`src/hw/rtl/ebod_pkg.sv`:
```
// Shared types, widths and constants of the energy beat onset detector.
`default_nettype none
package ebod_pkg;

  // Field and state widths.
  localparam int E_W     = 16;
  localparam int DT_W    = 17;
  localparam int AVG_W   = 24;
  localparam int FOL_W   = 20;
  localparam int SINCE_W = 20;
  localparam int IDLE_W  = 22;
  localparam int CNT_W   = 32;
  localparam int PHASE_W = 3;
  localparam int DEC_W   = 12;
  localparam int PROD_W  = 38;
  localparam int EAVG_W  = 29;
  localparam int EFOL_W  = 31;
  localparam int MTR_W   = 16;
  localparam int N_W     = 30;

  // Configuration register widths.
  localparam int SENS_W  = 14;
  localparam int INTV_W  = 21;
  localparam int REL_W   = 16;
  localparam int MODE_W  = 2;
  localparam int EVERY_W = 4;
  localparam int CFG_AW  = 5;
  localparam int CFG_DW  = 32;

  // Register indexes (byte address divided by four).
  localparam logic [2:0] REG_SENS  = 3'd0;
  localparam logic [2:0] REG_INTV  = 3'd1;
  localparam logic [2:0] REG_REL   = 3'd2;
  localparam logic [2:0] REG_MODE  = 3'd3;
  localparam logic [2:0] REG_EVERY = 3'd4;

  // Orientation modes.
  localparam logic [MODE_W-1:0] MODE_DOWN   = 2'd0;
  localparam logic [MODE_W-1:0] MODE_FRONT  = 2'd1;
  localparam logic [MODE_W-1:0] MODE_TOGGLE = 2'd2;

  // Reset values of the registers.
  localparam logic [SENS_W-1:0]  SENS_RST  = 14'd5325;
  localparam logic [INTV_W-1:0]  INTV_RST  = 21'd500000;
  localparam logic [REL_W-1:0]   REL_RST   = 16'd60293;
  localparam logic [EVERY_W-1:0] EVERY_RST = 4'd3;
  localparam logic [EVERY_W-1:0] EVERY_MIN = 4'd1;
  localparam logic [EVERY_W-1:0] EVERY_MAX = 4'd8;

  // Filter coefficients in Q0.16.
  localparam logic [15:0] AVG_KEEP  = 16'd57672;
  localparam logic [12:0] AVG_ALPHA = 13'd7864;
  localparam logic [15:0] FOL_KEEP  = 16'd45875;
  localparam logic [14:0] FOL_ALPHA = 15'd19661;
  localparam int          RND_HALF  = 32768;

  // Detector limits.
  localparam logic [E_W-1:0]     MIN_E       = 16'd245;
  localparam logic [SINCE_W-1:0] REFRACT_US  = 20'd100000;
  localparam logic [SINCE_W-1:0] SINCE_MAX   = 20'hFFFFF;
  localparam logic [SINCE_W-1:0] SINCE_RST   = 20'd1000000;
  localparam logic [IDLE_W-1:0]  IDLE_MAX    = 22'h3FFFFF;
  localparam logic [MTR_W-1:0]   MTR_MAX     = 16'hFFFF;

  // Peak fall per frame: (dt*4096 + 78125) / 156250, by reciprocal 2^40/156250.
  localparam logic [16:0] DEC_OFS   = 17'd78125;
  localparam logic [17:0] DEC_DIV   = 18'd156250;
  localparam logic [22:0] DEC_RECIP = 23'd7036874;

  // Result queue depth; covers the pipeline so one word is taken per cycle while results are read.
  localparam int OQ_DEPTH = 8;

  typedef struct packed {
    logic [SENS_W-1:0]  sens;
    logic [INTV_W-1:0]  interval;
    logic [REL_W-1:0]   rel;
    logic [MODE_W-1:0]  mode;
    logic [EVERY_W-1:0] every;
  } cfg_t;

  typedef struct packed {
    logic              mode_wr;
    logic [MODE_W-1:0] mode_val;
  } cfg_evt_t;

  typedef struct packed {
    logic [E_W-1:0]    e;
    logic              have;
    logic [DT_W-1:0]   dt;
    logic [EAVG_W-1:0] eavg_m;
    logic [EFOL_W-1:0] efol_m;
    logic [DEC_W-1:0]  dec;
  } pre_t;

  typedef struct packed {
    logic [E_W-1:0]    e;
    logic              have;
    logic [DT_W-1:0]   dt;
    logic [FOL_W-1:0]  fol;
    logic [FOL_W-1:0]  pk;
    logic [PROD_W-1:0] prod;
  } trk_t;

  typedef struct packed {
    logic              beat;
    logic [CNT_W-1:0]  beat_total;
    logic              front;
    logic [MTR_W-1:0]  meter_energy;
    logic [MTR_W-1:0]  meter_peak;
    logic [MTR_W-1:0]  meter_threshold;
  } res_t;

endpackage
`default_nettype wire

```
`src/hw/rtl/ebod_cfg.sv`:
```
// Configuration register file with an APB-style access port.
`default_nettype none
module ebod_cfg (
  input  wire logic                          clk,
  input  wire logic                          rst_n,
  input  wire logic                          psel,
  input  wire logic                          penable,
  input  wire logic                          pwrite,
  input  wire logic [ebod_pkg::CFG_AW-1:0]   paddr,
  input  wire logic [ebod_pkg::CFG_DW-1:0]   pwdata,
  output logic      [ebod_pkg::CFG_DW-1:0]   prdata,
  output logic                               pready,
  output ebod_pkg::cfg_t                     cfg,
  output ebod_pkg::cfg_evt_t                 evt
);

  logic [ebod_pkg::SENS_W-1:0]  sens_r;
  logic [ebod_pkg::INTV_W-1:0]  intv_r;
  logic [ebod_pkg::REL_W-1:0]   rel_r;
  logic [ebod_pkg::MODE_W-1:0]  mode_r;
  logic [ebod_pkg::EVERY_W-1:0] every_r;
  logic                         wr;
  logic [2:0]                   idx;

  assign pready = 1'b1;
  assign wr     = psel & penable & pwrite & pready;
  assign idx    = paddr[ebod_pkg::CFG_AW-1:2];

  always_ff @(posedge clk) begin
    if (!rst_n) begin
      sens_r  <= ebod_pkg::SENS_RST;
      intv_r  <= ebod_pkg::INTV_RST;
      rel_r   <= ebod_pkg::REL_RST;
      mode_r  <= ebod_pkg::MODE_FRONT;
      every_r <= ebod_pkg::EVERY_RST;
    end else if (wr) begin
      case (idx)
        ebod_pkg::REG_SENS:  sens_r  <= pwdata[ebod_pkg::SENS_W-1:0];
        ebod_pkg::REG_INTV:  intv_r  <= pwdata[ebod_pkg::INTV_W-1:0];
        ebod_pkg::REG_REL:   rel_r   <= pwdata[ebod_pkg::REL_W-1:0];
        ebod_pkg::REG_MODE:  mode_r  <= pwdata[ebod_pkg::MODE_W-1:0];
        ebod_pkg::REG_EVERY: every_r <= pwdata[ebod_pkg::EVERY_W-1:0];
        default: ;
      endcase
    end
  end

  always_comb begin
    case (idx)
      ebod_pkg::REG_SENS:  prdata = ebod_pkg::CFG_DW'(sens_r);
      ebod_pkg::REG_INTV:  prdata = ebod_pkg::CFG_DW'(intv_r);
      ebod_pkg::REG_REL:   prdata = ebod_pkg::CFG_DW'(rel_r);
      ebod_pkg::REG_MODE:  prdata = ebod_pkg::CFG_DW'(mode_r);
      ebod_pkg::REG_EVERY: prdata = ebod_pkg::CFG_DW'(every_r);
      default:             prdata = '0;
    endcase
  end

  assign cfg.sens     = sens_r;
  assign cfg.interval = intv_r;
  assign cfg.rel      = rel_r;
  assign cfg.mode     = mode_r;
  assign cfg.every    = every_r;

  // A mode write also forces the orientation in the fixed modes.
  assign evt.mode_wr  = wr && (idx == ebod_pkg::REG_MODE);
  assign evt.mode_val = pwdata[ebod_pkg::MODE_W-1:0];

endmodule
`default_nettype wire

```
`src/hw/rtl/ebod_pre.sv`:
```
// Input register and the state-independent terms: filter products and peak fall.
`default_nettype none
module ebod_pre (
  input  wire logic                          clk,
  input  wire logic                          rst_n,
  input  wire logic                          in_valid,
  input  wire logic [ebod_pkg::E_W-1:0]      in_e,
  input  wire logic                          in_have,
  input  wire logic [ebod_pkg::DT_W-1:0]     in_dt,
  output logic                               out_valid,
  output ebod_pkg::pre_t                     out_item
);

  // Stage 0: the accepted word.
  logic                          v0_r;
  logic [ebod_pkg::E_W-1:0]      e0_r;
  logic                          have0_r;
  logic [ebod_pkg::DT_W-1:0]     dt0_r;

  // Stage 1: products and the quotient estimate.
  logic                          v1_r;
  logic [ebod_pkg::E_W-1:0]      e1_r;
  logic                          have1_r;
  logic [ebod_pkg::DT_W-1:0]     dt1_r;
  logic [ebod_pkg::EAVG_W-1:0]   eavg1_r;
  logic [ebod_pkg::EFOL_W-1:0]   efol1_r;
  logic [ebod_pkg::N_W-1:0]      n1_r;
  logic [ebod_pkg::DEC_W-1:0]    qest1_r;

  // Stage 2: corrected peak fall.
  logic                          v2_r;
  ebod_pkg::pre_t                item2_r;

  logic [ebod_pkg::N_W-1:0]      n0;
  logic [44:0]                   qprod;
  logic [ebod_pkg::N_W-1:0]      rem1;
  logic [ebod_pkg::DEC_W-1:0]    dec1;

  // The estimate drops the low byte of the numerator and so may be one short.
  assign n0    = ebod_pkg::N_W'({dt0_r, 12'b0}) + ebod_pkg::N_W'(ebod_pkg::DEC_OFS);
  assign qprod = 45'(n0[ebod_pkg::N_W-1:8]) * 45'(ebod_pkg::DEC_RECIP);
  assign rem1  = n1_r - ebod_pkg::N_W'(qest1_r) * ebod_pkg::N_W'(ebod_pkg::DEC_DIV);
  assign dec1  = qest1_r + ebod_pkg::DEC_W'(rem1 >= ebod_pkg::N_W'(ebod_pkg::DEC_DIV));

  always_ff @(posedge clk) begin
    if (!rst_n) begin
      v0_r <= 1'b0;
      v1_r <= 1'b0;
      v2_r <= 1'b0;
    end else begin
      v0_r <= in_valid;
      v1_r <= v0_r;
      v2_r <= v1_r;
    end
  end

  always_ff @(posedge clk) begin
    e0_r    <= in_e;
    have0_r <= in_have;
    dt0_r   <= in_dt;

    e1_r    <= e0_r;
    have1_r <= have0_r;
    dt1_r   <= dt0_r;
    eavg1_r <= ebod_pkg::EAVG_W'(e0_r) * ebod_pkg::EAVG_W'(ebod_pkg::AVG_ALPHA);
    efol1_r <= ebod_pkg::EFOL_W'(e0_r) * ebod_pkg::EFOL_W'(ebod_pkg::FOL_ALPHA);
    n1_r    <= n0;
    qest1_r <= qprod[32 +: ebod_pkg::DEC_W];

    item2_r.e      <= e1_r;
    item2_r.have   <= have1_r;
    item2_r.dt     <= dt1_r;
    item2_r.eavg_m <= eavg1_r;
    item2_r.efol_m <= efol1_r;
    item2_r.dec    <= dec1;
  end

  assign out_valid = v2_r;
  assign out_item  = item2_r;

endmodule
`default_nettype wire

```
`src/hw/rtl/ebod_track.sv`:
```
// Energy average and meter followers, then the threshold product.
`default_nettype none
module ebod_track (
  input  wire logic                          clk,
  input  wire logic                          rst_n,
  input  wire ebod_pkg::cfg_t                cfg,
  input  wire logic                          in_valid,
  input  wire ebod_pkg::pre_t                in_item,
  output logic                               out_valid,
  output ebod_pkg::trk_t                     out_item
);

  logic [ebod_pkg::AVG_W-1:0]    avg_r;
  logic [ebod_pkg::FOL_W-1:0]    fol_r;
  logic [ebod_pkg::FOL_W-1:0]    pk_r;

  // Stage 3 word.
  logic                          v3_r;
  logic [ebod_pkg::E_W-1:0]      e3_r;
  logic                          have3_r;
  logic [ebod_pkg::DT_W-1:0]     dt3_r;
  logic [ebod_pkg::AVG_W-1:0]    avg3_r;
  logic [ebod_pkg::FOL_W-1:0]    fol3_r;
  logic [ebod_pkg::DEC_W-1:0]    dec3_r;

  // Stage 4 word.
  logic                          v4_r;
  ebod_pkg::trk_t                item4_r;

  logic [40:0]                   avg_sum;
  logic [ebod_pkg::AVG_W-1:0]    avg_nxt;
  logic [15:0]                   fol_k;
  logic [36:0]                   fol_add;
  logic [36:0]                   fol_sum;
  logic [ebod_pkg::FOL_W-1:0]    e16;
  logic [ebod_pkg::FOL_W-1:0]    fol_nxt;
  logic [ebod_pkg::FOL_W-1:0]    pk_nxt;

  assign avg_sum = 41'(avg_r) * 41'(ebod_pkg::AVG_KEEP)
                 + 41'({in_item.eavg_m, 8'b0}) + 41'(ebod_pkg::RND_HALF);
  assign avg_nxt = in_item.have ? avg_sum[16 +: ebod_pkg::AVG_W] : avg_r;

  // With audio the follower jumps up to a higher energy and otherwise blends toward it; without it, it only decays.
  assign fol_k   = in_item.have ? ebod_pkg::FOL_KEEP : cfg.rel;
  assign fol_add = in_item.have ? 37'({in_item.efol_m, 4'b0}) : '0;
  assign fol_sum = 37'(fol_r) * 37'(fol_k) + fol_add + 37'(ebod_pkg::RND_HALF);
  assign e16     = {in_item.e, 4'b0};
  assign fol_nxt = (in_item.have && (e16 > fol_r)) ? e16 : fol_sum[16 +: ebod_pkg::FOL_W];

  always_comb begin
    if (have3_r && (fol3_r > pk_r)) begin
      pk_nxt = fol3_r;
    end else if (pk_r > ebod_pkg::FOL_W'(dec3_r)) begin
      pk_nxt = pk_r - ebod_pkg::FOL_W'(dec3_r);
    end else begin
      pk_nxt = '0;
    end
  end

  always_ff @(posedge clk) begin
    if (!rst_n) begin
      avg_r <= '0;
      fol_r <= '0;
      pk_r  <= '0;
      v3_r  <= 1'b0;
      v4_r  <= 1'b0;
    end else begin
      v3_r <= in_valid;
      v4_r <= v3_r;
      if (in_valid) begin
        avg_r <= avg_nxt;
        fol_r <= fol_nxt;
      end
      if (v3_r) begin
        pk_r <= pk_nxt;
      end
    end
  end

  always_ff @(posedge clk) begin
    e3_r    <= in_item.e;
    have3_r <= in_item.have;
    dt3_r   <= in_item.dt;
    avg3_r  <= avg_nxt;
    fol3_r  <= fol_nxt;
    dec3_r  <= in_item.dec;

    item4_r.e    <= e3_r;
    item4_r.have <= have3_r;
    item4_r.dt   <= dt3_r;
    item4_r.fol  <= fol3_r;
    item4_r.pk   <= pk_nxt;
    item4_r.prod <= ebod_pkg::PROD_W'(avg3_r) * ebod_pkg::PROD_W'(cfg.sens);
  end

  assign out_valid = v4_r;
  assign out_item  = item4_r;

endmodule
`default_nettype wire

```
`src/hw/rtl/ebod_decide.sv`:
```
// Beat decision, refractory and idle timers, beat count and orientation.
`default_nettype none
module ebod_decide (
  input  wire logic                          clk,
  input  wire logic                          rst_n,
  input  wire ebod_pkg::cfg_t                cfg,
  input  wire ebod_pkg::cfg_evt_t            evt,
  input  wire logic                          in_valid,
  input  wire ebod_pkg::trk_t                in_item,
  output logic                               res_valid,
  output ebod_pkg::res_t                     res
);

  logic                               started_r;
  logic [ebod_pkg::SINCE_W-1:0]       since_r;
  logic [ebod_pkg::IDLE_W-1:0]        idle_r;
  logic [ebod_pkg::CNT_W-1:0]         beats_r;
  logic [ebod_pkg::PHASE_W-1:0]       phase_r;
  logic                               facing_r;
  logic                               res_valid_r;
  ebod_pkg::res_t                     res_r;

  logic [ebod_pkg::SINCE_W:0]         s_sum;
  logic [ebod_pkg::SINCE_W-1:0]       s_sat;
  logic                               det;
  logic [ebod_pkg::IDLE_W:0]          i_sum;
  logic [ebod_pkg::IDLE_W-1:0]        i_sat;
  logic                               i_kick;
  logic [ebod_pkg::IDLE_W-1:0]        i_left;
  logic                               kick;
  logic                               first;
  logic [ebod_pkg::PHASE_W:0]         st0;
  logic [ebod_pkg::PHASE_W:0]         st1;
  logic [ebod_pkg::PHASE_W:0]         st2;
  logic [ebod_pkg::CNT_W-1:0]         beats_nxt;
  logic [ebod_pkg::PROD_W:0]          t_sum;
  logic [18:0]                        t_q;
  logic [ebod_pkg::MTR_W-1:0]         thresh;
  logic [ebod_pkg::FOL_W:0]           me_sum;
  logic [ebod_pkg::FOL_W:0]           mp_sum;

  // One beat applied to {phase, facing}.
  function automatic logic [ebod_pkg::PHASE_W:0] beat_step(
    input logic [ebod_pkg::PHASE_W:0]  st,
    input logic [ebod_pkg::EVERY_W-1:0] every,
    input logic [ebod_pkg::MODE_W-1:0]  mode
  );
    logic [ebod_pkg::EVERY_W-1:0] lim;
    logic [ebod_pkg::PHASE_W:0]   nxt;
    logic                         flip;
    logic                         f;
    lim = every;
    if (lim < ebod_pkg::EVERY_MIN) begin
      lim = ebod_pkg::EVERY_MIN;
    end else if (lim > ebod_pkg::EVERY_MAX) begin
      lim = ebod_pkg::EVERY_MAX;
    end
    nxt  = {1'b0, st[ebod_pkg::PHASE_W:1]} + 1'b1;
    flip = ebod_pkg::EVERY_W'(nxt) >= lim;
    case (mode)
      ebod_pkg::MODE_TOGGLE: f = st[0] ^ flip;
      ebod_pkg::MODE_FRONT:  f = 1'b1;
      default:               f = 1'b0;
    endcase
    return {(flip ? {ebod_pkg::PHASE_W{1'b0}} : nxt[ebod_pkg::PHASE_W-1:0]), f};
  endfunction

  // Refractory timer runs only with audio.
  assign s_sum = (ebod_pkg::SINCE_W+1)'(since_r) + (ebod_pkg::SINCE_W+1)'(in_item.dt);
  assign s_sat = (s_sum > (ebod_pkg::SINCE_W+1)'(ebod_pkg::SINCE_MAX))
               ? ebod_pkg::SINCE_MAX : s_sum[ebod_pkg::SINCE_W-1:0];
  assign det   = (ebod_pkg::PROD_W'({in_item.e, 20'b0}) > in_item.prod)
              && (in_item.e > ebod_pkg::MIN_E)
              && (s_sat > ebod_pkg::REFRACT_US);

  // Idle timer runs only without audio and drives the self-triggered beat.
  assign i_sum  = (ebod_pkg::IDLE_W+1)'(idle_r) + (ebod_pkg::IDLE_W+1)'(in_item.dt);
  assign i_sat  = (i_sum > (ebod_pkg::IDLE_W+1)'(ebod_pkg::IDLE_MAX))
                ? ebod_pkg::IDLE_MAX : i_sum[ebod_pkg::IDLE_W-1:0];
  assign i_kick = i_sat >= ebod_pkg::IDLE_W'(cfg.interval);
  assign i_left = i_kick ? (i_sat - ebod_pkg::IDLE_W'(cfg.interval)) : i_sat;

  assign kick  = in_item.have ? det : i_kick;
  assign first = !started_r;

  // The first word after reset forces a beat ahead of the detector's own.
  assign st0 = {phase_r, facing_r};
  assign st1 = first ? beat_step(st0, cfg.every, cfg.mode) : st0;
  assign st2 = kick ? beat_step(st1, cfg.every, cfg.mode) : st1;
  assign beats_nxt = beats_r + ebod_pkg::CNT_W'(first) + ebod_pkg::CNT_W'(kick);

  assign t_sum  = (ebod_pkg::PROD_W+1)'(in_item.prod) + (ebod_pkg::PROD_W+1)'(1 << 19);
  assign t_q    = t_sum[20 +: 19];
  assign thresh = !in_item.have ? '0
                : ((t_q > 19'(ebod_pkg::MTR_MAX)) ? ebod_pkg::MTR_MAX
                   : t_q[ebod_pkg::MTR_W-1:0]);

  assign me_sum = (ebod_pkg::FOL_W+1)'(in_item.fol) + (ebod_pkg::FOL_W+1)'(8);
  assign mp_sum = (ebod_pkg::FOL_W+1)'(in_item.pk) + (ebod_pkg::FOL_W+1)'(8);

  always_ff @(posedge clk) begin
    if (!rst_n) begin
      started_r   <= 1'b0;
      since_r     <= ebod_pkg::SINCE_RST;
      idle_r      <= '0;
      beats_r     <= '0;
      phase_r     <= '0;
      facing_r    <= 1'b1;
      res_valid_r <= 1'b0;
    end else begin
      res_valid_r <= in_valid;
      if (in_valid) begin
        started_r <= 1'b1;
        beats_r   <= beats_nxt;
        phase_r   <= st2[ebod_pkg::PHASE_W:1];
        facing_r  <= st2[0];
        if (in_item.have) begin
          since_r <= det ? '0 : s_sat;
        end else begin
          idle_r <= i_left;
        end
      end
      if (evt.mode_wr) begin
        if (evt.mode_val == ebod_pkg::MODE_FRONT) begin
          facing_r <= 1'b1;
        end else if (evt.mode_val == ebod_pkg::MODE_DOWN) begin
          facing_r <= 1'b0;
        end
      end
    end
  end

  always_ff @(posedge clk) begin
    if (in_valid) begin
      res_r.beat            <= first | kick;
      res_r.beat_total      <= beats_nxt;
      res_r.front           <= st2[0];
      res_r.meter_energy    <= me_sum[4 +: ebod_pkg::MTR_W];
      res_r.meter_peak      <= mp_sum[4 +: ebod_pkg::MTR_W];
      res_r.meter_threshold <= thresh;
    end
  end

  assign res_valid = res_valid_r;
  assign res       = res_r;

endmodule
`default_nettype wire

```
`src/hw/rtl/ebod_outq.sv`:
```
// Result queue with an in-flight counter that gates input acceptance.
`default_nettype none
module ebod_outq #(
  parameter int DEPTH = ebod_pkg::OQ_DEPTH
) (
  input  wire logic                          clk,
  input  wire logic                          rst_n,
  input  wire logic                          in_accept,
  output logic                               in_ready,
  input  wire logic                          wr_valid,
  input  wire ebod_pkg::res_t                wr_data,
  output logic                               out_valid,
  input  wire logic                          out_ready,
  output ebod_pkg::res_t                     out_data
);

  localparam int PTR_W = (DEPTH > 1) ? $clog2(DEPTH) : 1;
  localparam int CW    = $clog2(DEPTH + 1);

  ebod_pkg::res_t       mem [DEPTH];
  logic [PTR_W-1:0]     wr_ptr_r;
  logic [PTR_W-1:0]     rd_ptr_r;
  logic [CW-1:0]        count_r;
  logic [CW-1:0]        inflight_r;
  logic                 rd;

  // Every accepted word owns a queue slot until its result is taken.
  assign in_ready  = inflight_r < CW'(DEPTH);
  assign out_valid = count_r != '0;
  assign rd        = out_valid & out_ready;
  assign out_data  = mem[rd_ptr_r];

  always_ff @(posedge clk) begin
    if (!rst_n) begin
      wr_ptr_r   <= '0;
      rd_ptr_r   <= '0;
      count_r    <= '0;
      inflight_r <= '0;
    end else begin
      inflight_r <= inflight_r + CW'(in_accept) - CW'(rd);
      count_r    <= count_r + CW'(wr_valid) - CW'(rd);
      if (wr_valid) begin
        wr_ptr_r <= (wr_ptr_r == PTR_W'(DEPTH - 1)) ? '0 : wr_ptr_r + 1'b1;
      end
      if (rd) begin
        rd_ptr_r <= (rd_ptr_r == PTR_W'(DEPTH - 1)) ? '0 : rd_ptr_r + 1'b1;
      end
    end
  end

  always_ff @(posedge clk) begin
    if (wr_valid) begin
      mem[wr_ptr_r] <= wr_data;
    end
  end

endmodule
`default_nettype wire

```
`src/hw/rtl/energy_beat_onset_detector.sv`:
```
// Energy beat onset detector: one result word per input word.
// An accepted word passes the pre, track and decide stages and the result queue before its result shows on out_tvalid.
// Throughput: one word per cycle while results are read, set by the average and follower
// recurrences; the result queue of OUT_DEPTH words bounds the words in flight.
// Reset (synchronous, rst_n low): registers to defaults, detector state to its reset values,
// first word after reset forces one beat; no clearing pass.
`default_nettype none
module energy_beat_onset_detector #(
  parameter int OUT_DEPTH = ebod_pkg::OQ_DEPTH
) (
  input  wire logic                          clk,
  input  wire logic                          rst_n,
  // band_energy[15:0], elapsed_us[32:16], zero fill[39:33]
  input  wire logic [39:0]                   in_tdata,
  // audio_valid[0]
  input  wire logic                          in_tuser,
  input  wire logic                          in_tvalid,
  output logic                               in_tready,
  // beat[0], beat_total[32:1], front_facing[33], meter_energy[49:34],
  // meter_peak[65:50], meter_threshold[81:66], zero fill[87:82]
  output logic [87:0]                        out_tdata,
  output logic                               out_tvalid,
  input  wire logic                          out_tready,
  input  wire logic                          cfg_psel,
  input  wire logic                          cfg_penable,
  input  wire logic                          cfg_pwrite,
  input  wire logic [ebod_pkg::CFG_AW-1:0]   cfg_paddr,
  input  wire logic [ebod_pkg::CFG_DW-1:0]   cfg_pwdata,
  output logic      [ebod_pkg::CFG_DW-1:0]   cfg_prdata,
  output logic                               cfg_pready
);

  ebod_pkg::cfg_t      cfg;
  ebod_pkg::cfg_evt_t  evt;
  logic                in_acc;
  logic                pre_valid;
  ebod_pkg::pre_t      pre_item;
  logic                trk_valid;
  ebod_pkg::trk_t      trk_item;
  logic                res_valid;
  ebod_pkg::res_t      res;
  ebod_pkg::res_t      q_data;

  assign in_acc = in_tvalid & in_tready;

  ebod_cfg u_cfg (
    .clk     (clk),
    .rst_n   (rst_n),
    .psel    (cfg_psel),
    .penable (cfg_penable),
    .pwrite  (cfg_pwrite),
    .paddr   (cfg_paddr),
    .pwdata  (cfg_pwdata),
    .prdata  (cfg_prdata),
    .pready  (cfg_pready),
    .cfg     (cfg),
    .evt     (evt)
  );

  ebod_pre u_pre (
    .clk       (clk),
    .rst_n     (rst_n),
    .in_valid  (in_acc),
    .in_e      (in_tdata[15:0]),
    .in_have   (in_tuser),
    .in_dt     (in_tdata[32:16]),
    .out_valid (pre_valid),
    .out_item  (pre_item)
  );

  ebod_track u_track (
    .clk       (clk),
    .rst_n     (rst_n),
    .cfg       (cfg),
    .in_valid  (pre_valid),
    .in_item   (pre_item),
    .out_valid (trk_valid),
    .out_item  (trk_item)
  );

  ebod_decide u_decide (
    .clk       (clk),
    .rst_n     (rst_n),
    .cfg       (cfg),
    .evt       (evt),
    .in_valid  (trk_valid),
    .in_item   (trk_item),
    .res_valid (res_valid),
    .res       (res)
  );

  ebod_outq #(
    .DEPTH (OUT_DEPTH)
  ) u_outq (
    .clk       (clk),
    .rst_n     (rst_n),
    .in_accept (in_acc),
    .in_ready  (in_tready),
    .wr_valid  (res_valid),
    .wr_data   (res),
    .out_valid (out_tvalid),
    .out_ready (out_tready),
    .out_data  (q_data)
  );

  assign out_tdata = {6'b0, q_data.meter_threshold, q_data.meter_peak, q_data.meter_energy,
                      q_data.front, q_data.beat_total, q_data.beat};

endmodule
`default_nettype wire
```
`config.mk`:
```
export PLATFORM = sky130hd
export DESIGN_NAME = energy_beat_onset_detector
export DESIGN_NICKNAME = d
export VERILOG_FILES = /design/src/hw/rtl/ebod_pkg.sv /design/src/hw/rtl/ebod_cfg.sv /design/src/hw/rtl/ebod_pre.sv /design/src/hw/rtl/ebod_track.sv /design/src/hw/rtl/ebod_decide.sv /design/src/hw/rtl/ebod_outq.sv /design/src/hw/rtl/energy_beat_onset_detector.sv
export SDC_FILE = /design/constraint.sdc
export NUM_CORES = 2
export LEC_CHECK = 0
export BUFFER_PORTS_ARGS = -buffer_cell sky130_fd_sc_hd__buf_4
export CORE_AREA = 2 2 504 506
export CTS_CLUSTER_SIZE = 20
export DETAILED_ROUTE_END_ITERATION = 12
export DIE_AREA = 0 0 506 508
export PLACE_DENSITY = 0.52
export SLEW_MARGIN = 20
export SYNTH_ARGS = -nofsm -noshare
export SYNTH_HDL_FRONTEND = slang
export SYNTH_SLANG_ARGS = --single-unit
```
`constraint.sdc`:
```
create_clock -name clk -period 14.6 [get_ports clk]
set_input_delay 2.19 -clock clk [delete_from_list [all_inputs] [get_ports clk]]
set_output_delay 2.19 -clock clk [all_outputs]
set_load 0.01 [all_outputs]
```
==> metrics.md <==
| Metric | Value |
|---|---|
| Routability cong. | `0.919` |
| Initial core utilization | `0.397` |
| Final setup viols | `0` |
| EDFF count, synth | `738` |
| #FFs+latches synth | `1409` |
| Num rows | `185` |
| Crit start category | `flop` |
| Die X | `506 um` |
| Final hold violation count | `0` |
| Total Routing Usage GR | `0.205` |
| Vias in the first global route | `67900` |
| Die area | `257000 sq um` |
| # IOs | `208` |
| First-pass GRT wire length | `405000 um` |
| Register area share after synthesis | `0.355` |
| Via Count | `63600` |
| Antenna Nets Post-Route | `0` |
| Post-synthesis mux area share | `0.0532` |
| CTS H-tree lvls | `4` |
| Grt total ovfl | `0` |
| Clk_skew | `0.0583 ns` |
| Crit path arrival time | `10.18 ns` |
| Post-synthesis compound-gate area fraction | `0.0696` |
| Die Height | `508 um` |
| Max incr delay on CP | `0.78 ns` |
| Synthesized area | `100000 sq um` |
| Top_reg_cell synth | `edfxtp_1` |
| WL per Instance | `20.7 um` |
| # hold bufs at CTS | `0` |
| RSZ-0062 raised after global routing | `no` |
| Largest net degree at the start of global routing | `115` |
| Leading area contributor after synthesis | `edfxtp_1` |
| Final net count | `11100` |
| Initial antenna violation count | `21` |
| Clock Path Buffers | `3` |
| Share of layout cells above drive strength 1 | `0.0949` |
| Most frequent standard cell in the layout excluding fill and tap cells | `inv_1` |
| Fillers | `23700` |
| Clock Sinks | `1409` |
| Routed via count divided by cell count | `5.08` |
| Rel. slew slack | `0.224` |
| Synth Area per Inst | `11.3 sq um` |
| Initial DRC Count | `3777` |
| Critical setup path kind | `flop to flop` |
| Synth area leaders | `edfxtp_1 (22%), fa_1 (20%), dfxtp_1 (13%)` |
| Adder-cell share of the synthesized area | `0.329` |
| Clock Latency Late Sink | `0.82 ns` |
| PortBufs | `169` |
| Post-DP HPWL | `194000 um` |
| Upper clock frequency limit | `0.105 GHz` |
| Max-capacitance violation count | `0` |
| Most frequent cells in the layout | `inv_1 (1500), fa_1 (1016), ha_1 (1010)` |
| Critical Path RT | `15.23 ns` |
| Root Buffer | `clkbuf_16` |
| Area growth syn-to-layout | `10.6%` |
| Largest family of logic cells by synthesized area | `adder cells` |
| Reg clk slew, reported paths | `0.07 ns` |
| Simple-Gate Fraction of Synth Area | `0.0908` |
| Post-Synth XOR/XNOR Area | `0.0340` |
| Tightest Pin Transition | `1.16 ns` |
| CP max FO | `8` |
| Status | `finished, final reports clean` |
| Area of the multi-input gates | `57900 sq um` |
| Register area | `35600 sq um` |
| First-pass DRT Iterations | `5` |
| Asr flop ratio synth | `0` |
| Post-CTS resize count | `0` |
| CORE AREA | `252000 sq um` |
| Yosys cell types | `105` |
| Synth Instances | `8867` |
| Residual DRC count | `0` |
| Share of the synthesized area in the top cell type | `0.221` |
| Crit. End Element | `flop` |
| CTS tree | `yes` |
| Tcrit/Tclk final | `0.654` |
| Sum Neg Setup Slack | `0 ns` |
| Buffer count from post-CTS setup fixing | `0` |
| Yosys warns | `0` |
| WL final | `260000 um` |
| Hold Path Class | `flop to flop` |
| TritonCTS Buffers | `159` |
| Worst path slowest cell | `a211oi_1` |
| Min cycle time layout | `9.55 ns` |
| Final Slew Violations | `0` |
cells by family after synthesis:
family	Yosys count
adders and majority gates	2026
and+or+nand+nor	1886
buffers and inverters	1779
DFF	1409
AOI/OAI and AO/OA	1061
xor gates and xnor gates	389
muxes	315
other	2
per-stage QoR:
stage	cell area, sq um	cells	worst slack (ns)	util	hold slack, ns
floorplan	100000	8883	6.46	-	0.310
global placement	105000	12200	5.18	0.417	0.310
detailed placement	105000	12200	5.17	0.417	0.312
CTS	111000	12500	5.08	0.439	0.285
global route	111000	12500	4.52	0.439	0.282
finish	111000	12500	5.05	0.439	0.289
state kept, by name, summed over array words and instances (netlist names), 24 cells and up, named ones only:
signal	flops
u_pre.efol1_r	29
u_track.avg3_r	24
u_pre.eavg1_r	25
u_decide.res	82
u_decide.beats_r	32
u_outq.mem	656
u_track.avg_r	24
u_track.out_item	106
u_pre.out_item	100
critical path: cells and delay by family, from the launching register on:
family	cells	cell delay (ns)
AOI/OAI and AO/OA	11	3.79
adders and majority gates	8	3.36
xor gates and xnor gates	2	0.36
DFF	1	0.60
buffers and inverters	2	0.11
and+or+nand+nor	7	1.15
per-layer routing:
layer | up-vias | global-route usage | share of wire
met5 | - | 0 | 0.000050
met4 | 2 | 0.0667 | 0.033
met3 | 333 | 0.0304 | 0.042
met2 | 1232 | 0.343 | 0.48
met1 | 32200 | 0.273 | 0.45
li1 | 29800 | - | -
cells in the mapped netlist (144+ instances only):
library cell and n:
dfxtp_1 671, ha_1 1010, nand2_1 718, edfxtp_1 738, nor2_1 333, xor2_1 144
mux4_2 164, a21oi_1 327, and2_1 312, o21ai_0 187, fa_1 1016, inv_1 1500
xnor2_1 245, clkbuf_1 222
final cells by class:
cell class                 count  area share
clock buffer                 201      0.0391
tap                         3366      0.0380
clock inverter                88     0.00952
antenna                       16    0.000361
multi-input combinational   5695       0.523
sequential                  1409       0.322
inverter                    1502      0.0509
timing repair buffer         253      0.0176
final timing paths:
kind                                  from                         end  slack [ns]  cells past startpoint
max          u_track.avg_r[5]$_SDFFE_PN0P_  u_track.avg3_r[23]$_DFF_P_        5.05                     30
min                u_pre.dt1_r[11]$_DFF_P_  u_pre.out_item[83]$_DFF_P_        0.29                      0
max reg2reg  u_track.avg_r[5]$_SDFFE_PN0P_  u_track.avg3_r[23]$_DFF_P_        5.05                     30
min reg2reg        u_pre.dt1_r[11]$_DFF_P_  u_pre.out_item[83]$_DFF_P_        0.29                      0
Power is left out: the tool's default activity adds up to more than one toggle a clock period on the data nets, which glitch-free logic cannot reach.
